**src/rtl/core/tcma_pkg.sv**
```systemverilog
// shared types and constants for the tetrahedron mass matrix assembly block
package tcma_pkg;

  // item kinds carried in the input tuser
  localparam logic [2:0] MODE_COORD  = 3'd0;
  localparam logic [2:0] MODE_ROWPTR = 3'd1;
  localparam logic [2:0] MODE_COLIDX = 3'd2;
  localparam logic [2:0] MODE_ELEM   = 3'd3;
  localparam logic [2:0] MODE_WRVAL  = 3'd4;
  localparam logic [2:0] MODE_RDVAL  = 3'd5;

  // result status codes
  localparam logic [1:0] ST_OK      = 2'd0;
  localparam logic [1:0] ST_MISSING = 2'd1;
  localparam logic [1:0] ST_SAT     = 2'd2;

  // coordinate width and derived arithmetic sizes
  localparam int COORD_BITS = 16;
  localparam int TERM_COUNT = 24;
  localparam int MUL_STEPS  = TERM_COUNT + 2;
  localparam int DIAG_DIV   = 60;
  localparam int OFF_DIV    = 120;

  // constant division in 16-bit digits, each digit by reciprocal multiplication
  // partial remainder and digit stay below 2^23, so ceil(2^s / d) is exact there
  localparam int          DIV_CHUNK  = 16;
  localparam int          DIV_STEPS  = 4;
  localparam logic [23:0] DIV_RECIP  = 24'd8947849;
  localparam int          DIAG_SHIFT = 29;
  localparam int          OFF_SHIFT  = 30;

  // triple product terms {negate, x vertex, y vertex, z vertex}
  localparam logic [6:0] TERM_TAB [TERM_COUNT] = '{
    {1'b0, 2'd0, 2'd1, 2'd3}, {1'b0, 2'd0, 2'd2, 2'd1}, {1'b0, 2'd0, 2'd3, 2'd2},
    {1'b0, 2'd1, 2'd0, 2'd2}, {1'b0, 2'd1, 2'd2, 2'd3}, {1'b0, 2'd1, 2'd3, 2'd0},
    {1'b0, 2'd2, 2'd0, 2'd3}, {1'b0, 2'd2, 2'd1, 2'd0}, {1'b0, 2'd2, 2'd3, 2'd1},
    {1'b0, 2'd3, 2'd0, 2'd1}, {1'b0, 2'd3, 2'd1, 2'd2}, {1'b0, 2'd3, 2'd2, 2'd0},
    {1'b1, 2'd0, 2'd1, 2'd2}, {1'b1, 2'd0, 2'd2, 2'd3}, {1'b1, 2'd0, 2'd3, 2'd1},
    {1'b1, 2'd1, 2'd0, 2'd3}, {1'b1, 2'd1, 2'd3, 2'd2}, {1'b1, 2'd1, 2'd2, 2'd0},
    {1'b1, 2'd2, 2'd0, 2'd1}, {1'b1, 2'd2, 2'd3, 2'd0}, {1'b1, 2'd2, 2'd1, 2'd3},
    {1'b1, 2'd3, 2'd0, 2'd2}, {1'b1, 2'd3, 2'd2, 2'd1}, {1'b1, 2'd3, 2'd1, 2'd0}
  };

  // controller to datapath commands
  typedef struct packed {
    logic capture;
    logic dispatch;
    logic rd_take;
    logic crd_take;
    logic mul_step;
    logic div_init;
    logic div_step;
    logic div_fin;
    logic row_hi;
    logic row_set;
    logic scan_step;
    logic chk_issue;
    logic chk_take;
    logic next_j;
    logic el_fin;
  } cmd_t;

  // datapath to controller status
  typedef struct packed {
    logic [2:0] mode;
    logic       v_last;
    logic       mul_last;
    logic       div_last;
    logic       scan_done;
    logic       in_range;
    logic       j_last;
    logic       i_last;
  } stat_t;

endpackage

```
**src/rtl/core/tcma_ctrl.sv**
```systemverilog
// controller state machine sequencing one item at a time through the datapath
module tcma_ctrl import tcma_pkg::*; (
  input  logic  clk,
  input  logic  rst,
  input  logic  in_valid,
  output logic  in_ready,
  input  logic  out_free,
  output logic  emit,
  input  stat_t stat,
  output cmd_t  cmd
);

  localparam logic [4:0] S_IDLE     = 5'd0;
  localparam logic [4:0] S_DISP     = 5'd1;
  localparam logic [4:0] S_RD_TAK   = 5'd2;
  localparam logic [4:0] S_CRD_WAIT = 5'd3;
  localparam logic [4:0] S_CRD_TAK  = 5'd4;
  localparam logic [4:0] S_MUL      = 5'd5;
  localparam logic [4:0] S_DIV_INIT = 5'd6;
  localparam logic [4:0] S_DIV      = 5'd7;
  localparam logic [4:0] S_DIV_FIN  = 5'd8;
  localparam logic [4:0] S_ROW_LO   = 5'd9;
  localparam logic [4:0] S_ROW_HI   = 5'd10;
  localparam logic [4:0] S_ROW_SET  = 5'd11;
  localparam logic [4:0] S_SCAN     = 5'd12;
  localparam logic [4:0] S_CHK_ISS  = 5'd13;
  localparam logic [4:0] S_CHK_TAK  = 5'd14;
  localparam logic [4:0] S_EL_FIN   = 5'd15;
  localparam logic [4:0] S_FINISH   = 5'd16;

  logic [4:0] state, state_next;
  logic [4:0] after_j;

  // where to go once a column is done
  assign after_j = stat.j_last ? (stat.i_last ? S_EL_FIN : S_ROW_LO) : S_CHK_ISS;

  assign in_ready = state == S_IDLE;

  always_comb begin
    state_next = state;
    cmd        = '0;
    emit       = 1'b0;
    case (state)
      S_IDLE: begin
        if (in_valid) begin
          cmd.capture = 1'b1;
          state_next  = S_DISP;
        end
      end
      S_DISP: begin
        cmd.dispatch = 1'b1;
        if (stat.mode == MODE_RDVAL) state_next = S_RD_TAK;
        else if (stat.mode == MODE_ELEM) state_next = S_CRD_WAIT;
        else state_next = S_FINISH;
      end
      S_RD_TAK: begin
        cmd.rd_take = 1'b1;
        state_next  = S_FINISH;
      end
      S_CRD_WAIT: state_next = S_CRD_TAK;
      S_CRD_TAK: begin
        cmd.crd_take = 1'b1;
        state_next   = stat.v_last ? S_MUL : S_CRD_WAIT;
      end
      S_MUL: begin
        cmd.mul_step = 1'b1;
        if (stat.mul_last) state_next = S_DIV_INIT;
      end
      S_DIV_INIT: begin
        cmd.div_init = 1'b1;
        state_next   = S_DIV;
      end
      S_DIV: begin
        cmd.div_step = 1'b1;
        if (stat.div_last) state_next = S_DIV_FIN;
      end
      S_DIV_FIN: begin
        cmd.div_fin = 1'b1;
        state_next  = S_ROW_LO;
      end
      S_ROW_LO: state_next = S_ROW_HI;
      S_ROW_HI: begin
        cmd.row_hi = 1'b1;
        state_next = S_ROW_SET;
      end
      S_ROW_SET: begin
        cmd.row_set = 1'b1;
        state_next  = S_SCAN;
      end
      S_SCAN: begin
        if (stat.scan_done) state_next = S_CHK_ISS;
        else cmd.scan_step = 1'b1;
      end
      S_CHK_ISS: begin
        cmd.chk_issue = 1'b1;
        if (stat.in_range) begin
          state_next = S_CHK_TAK;
        end else begin
          cmd.next_j = 1'b1;
          state_next = after_j;
        end
      end
      S_CHK_TAK: begin
        cmd.chk_take = 1'b1;
        cmd.next_j   = 1'b1;
        state_next   = after_j;
      end
      S_EL_FIN: begin
        cmd.el_fin = 1'b1;
        state_next = S_FINISH;
      end
      S_FINISH: begin
        if (out_free) begin
          emit       = 1'b1;
          state_next = S_IDLE;
        end
      end
      default: state_next = S_IDLE;
    endcase
  end

  // state register
  always_ff @(posedge clk) begin
    if (rst) state <= S_IDLE;
    else state <= state_next;
  end

endmodule
```
**config.mk**
```make
export PLATFORM = sky130hd
export DESIGN_NAME = tcma_ctrl
export DESIGN_NICKNAME = d
export VERILOG_FILES = /design/src/rtl/core/tcma_pkg.sv /design/src/rtl/core/tcma_ctrl.sv
export SDC_FILE = /design/constraint.sdc
export NUM_CORES = 1
export LEC_CHECK = 0
export BUFFER_PORTS_ARGS = -buffer_cell sky130_fd_sc_hd__buf_2
export CORE_MARGIN = 2
export CORE_UTILIZATION = 42
export DETAILED_ROUTE_END_ITERATION = 10
export GPL_TIMING_DRIVEN = 0
export PLACE_DENSITY = 0.8
export SKIP_CTS_REPAIR_TIMING = 1
export SLEW_MARGIN = 25
export SYNTH_ARGS = -nofsm -noshare
export SYNTH_HDL_FRONTEND = slang
export SYNTH_SLANG_ARGS = --single-unit
```
**constraint.sdc**
```tcl
create_clock -name clk -period 1.4 [get_ports clk]
set_input_delay 0.28 -clock clk [delete_from_list [all_inputs] [get_ports clk]]
set_output_delay 0.28 -clock clk [all_outputs]
set_load 0.02 [all_outputs]
```
==> results_dict.tcl <==
set metrics [dict create \
    status "finished with violations" \
    violations "negative setup slack" \
    slew_headroom_pct 76.9 \
    final_cell_mix "buf_4, buf_2, buf_6" \
    cp_max_fo 4 \
    synth_cell_types 48 \
    netlist_area_um2 714 \
    yosysSeqAreaShare_pct 14.0 \
    dpl.hpwl_um 1490 \
    start_util_pct 45.8 \
    hp-class "in2reg" \
    leakagePower_nw 0.524 \
    post-route-util_pct 78.6 \
    hold_path_end "state[4]" \
    multi_input_comb_area_um2 683 \
    rows 14 \
    grt_pass1_vias 732 \
    die_y_um 45.2 \
    seq_area_um2 109 \
    vias_per_cell 6.03 \
    r2r_start "state[3]" \
    vdd_drop_max_mv 0.609 \
    area.growth.synth_to_final_pct 71.5 \
    whs_path_depth 2 \
    n_antenna_cell 0 \
    largest_register "state" \
    io_buffers 30 \
    htree_levels 1 \
    dp_slack_ns -0.202 \
    finalWirelength_um 2450 \
    crit_top_cell "buf_6" \
    slowest_stage "or3_4" \
    core_area_um2 1560 \
    cp_data_arrival_time_ns 1.54 \
    syn_area_per_cell_um2 7.94 \
    finalCritPeriodShare_pct 130 \
    power.density_nw_per_um2 529 \
    syn-instance-count 90 \
    detail_route.wl_per_cell_um 16.3 \
    worst_hold_slack_ns 0.299 \
    vias 904 \
    crit_type "reg2out" \
    numClockSinks 5 \
    routabilityCongestion 0.844 \
    synth.yosys.warnings 0 \
    layout_commonest_cell "buf_4" \
    first_iter_violations 20 \
    hold_viol_final 0 \
    setup_viol 21 \
    grt_max_degree 11 \
    end_kind "output pin" \
    nFillCells 99 \
    cp.required_ns 1.12 \
    grt.overflow.total 0 \
    path_depth 5 \
    maxSlewViolCount 0 \
    regToRegEndpoint "state[1]" \
    io_pins 31 \
    ant_nets 0 \
    cts_root_buffer "clkbuf_4" \
    clk_pin_slew_ns 0.04 \
    fmax_ghz 0.550 \
    cts_tree "done" \
    dieArea_um2 2050 \
    hp-start "rst" \
    tightest_slew_ns 0.345 \
    worst_path_dominant_cell_family "simple AND/OR/NAND/NOR gates" \
    path_buf_inv 2 \
    synth_nets 104 \
    antenna_found_initial 0 \
    grt_pass1_wl_um 3060 \
    total_power_uw 648 \
    skew_ns 0.00528 \
    clock_latency_ns 0.25 \
    fin_tns_setup_ns -5.62 \
    fin_ws_ns -0.419 \
    clock_path_buffers 2 \
    cts_buffers 3 \
    largest_reg_flops 5 \
    maxCapViolCount 0 \
    drive_gt1_share_pct 62.7 \
    r2r_slack_ns -0.13 \
    ys_ff_latch 5 \
    top_regs "state x5" \
    slowest_delay_ns 0.42 \
    reg2regPathDepth 7 \
    drc_errors 0 \
    chipWidth_um 45.2 \
    finalNetCount 149 \
    drt-pass1-iter-count 4 \
    grt_use_total_pct 19.9 \
    rsz0062_at_grt "yes" \
    timing.final.crit_period_ns 1.82 \
    crit_path_cell_trace "buf_6 > or3_4 > nor3_4 > and2_4 > buf_6" \
    critPathLaunchType "flop" \
]
[cell usage after synthesis (all sizes together)]
cell type / n / area, um2
nor4b: 1 / 8.76
o211a: 1 / 10.0
and3: 4 / 27.5
dfxtp: 5 / 100
buf: 8 / 80.1
a21oi: 2 / 10.0
nor3: 4 / 36.3
and2: 1 / 6.26
or3b: 1 / 11.3
nor2b: 2 / 12.5
mux2i: 1 / 10.0
o21ai: 4 / 20.0
a211o: 1 / 8.76
or3: 2 / 17.5
inv: 3 / 11.3
nand2: 5 / 18.8
a2111oi: 2 / 17.5
and2b: 1 / 8.76
nor4: 1 / 6.26
o22ai: 3 / 25.0
a21boi: 1 / 7.51
a221oi: 1 / 8.76
nand4b: 1 / 15.0
nor2: 12 / 52.6
a211oi: 3 / 22.5
o31ai: 1 / 7.51
nand3: 3 / 20.0
and4: 1 / 8.76
a31oi: 1 / 6.26
nand3b: 1 / 7.51
nor3b: 3 / 33.8
nand2b: 3 / 18.8
xor2: 1 / 8.76
or2b: 2 / 16.3
and4b: 1 / 10.0
o2bb2ai: 1 / 8.76
o21a: 2 / 15.0
[how the worst max path moves through the flow]
stage             start      end  slack (ns)
2_1_floorplan  state[4]  cmd[14]       -0.22
3_3_place_gp   state[4]  cmd[14]       -0.17
3_5_place_dp   state[2]     emit       -0.20
4_1_cts        state[2]     emit       -0.47
5_1_grt        state[3]  cmd[14]       -0.45
6_report       state[3]  cmd[14]       -0.42
[per-layer routing]
layer / up-vias / global-route usage, % / routed length [um]
met2: 49 / 36.9 / 1240
met3: 4 / 1.20 / 166
met1: 429 / 24.6 / 1010
met4: 0 / 5.29 / 35
li1: 422 / - / -
met5: - / 0 / 0
[cells by family after synthesis]
group / share of synthesized area, %
compound gates: 23.5
xor+xnor: 1.23
buf+inv: 12.8
flops: 14.0
mux: 1.40
simple gates: 47.1
[through the flow]
stage | cell area, um2 | cells
after floorplan | 731 | 90
after global placement | 901 | 136
after detailed placement | 901 | 136
after CTS | 927 | 140
after global routing | 1220 | 150
final | 1220 | 150
[area by class of cell]
class / count / share of cell area, %
plain buffers: 8 / 6.74
clock buffers: 4 / 2.15
inverters: 3 / 0.919
multi-input cells: 74 / 55.8
flip-flops and latches: 5 / 8.89
well taps: 16 / 1.63
repair buffers: 40 / 23.9
[power breakdown]
part | internal (mW) | switching (mW)
Sequential | 0.150 | 0.0118
Combinational | 0.160 | 0.154
Clock | 0.108 | 0.0640
[worst reg2reg max path, delay by kind of cell (launching register included)]
| kind | cells | cell delay (ns) |
|---|---|---|
| buffers and inverters | 4 | 0.57 |
| AOI/OAI and AO/OA | 3 | 0.54 |
| DFF | 1 | 0.32 |
Power figures use the tool's default switching activity.
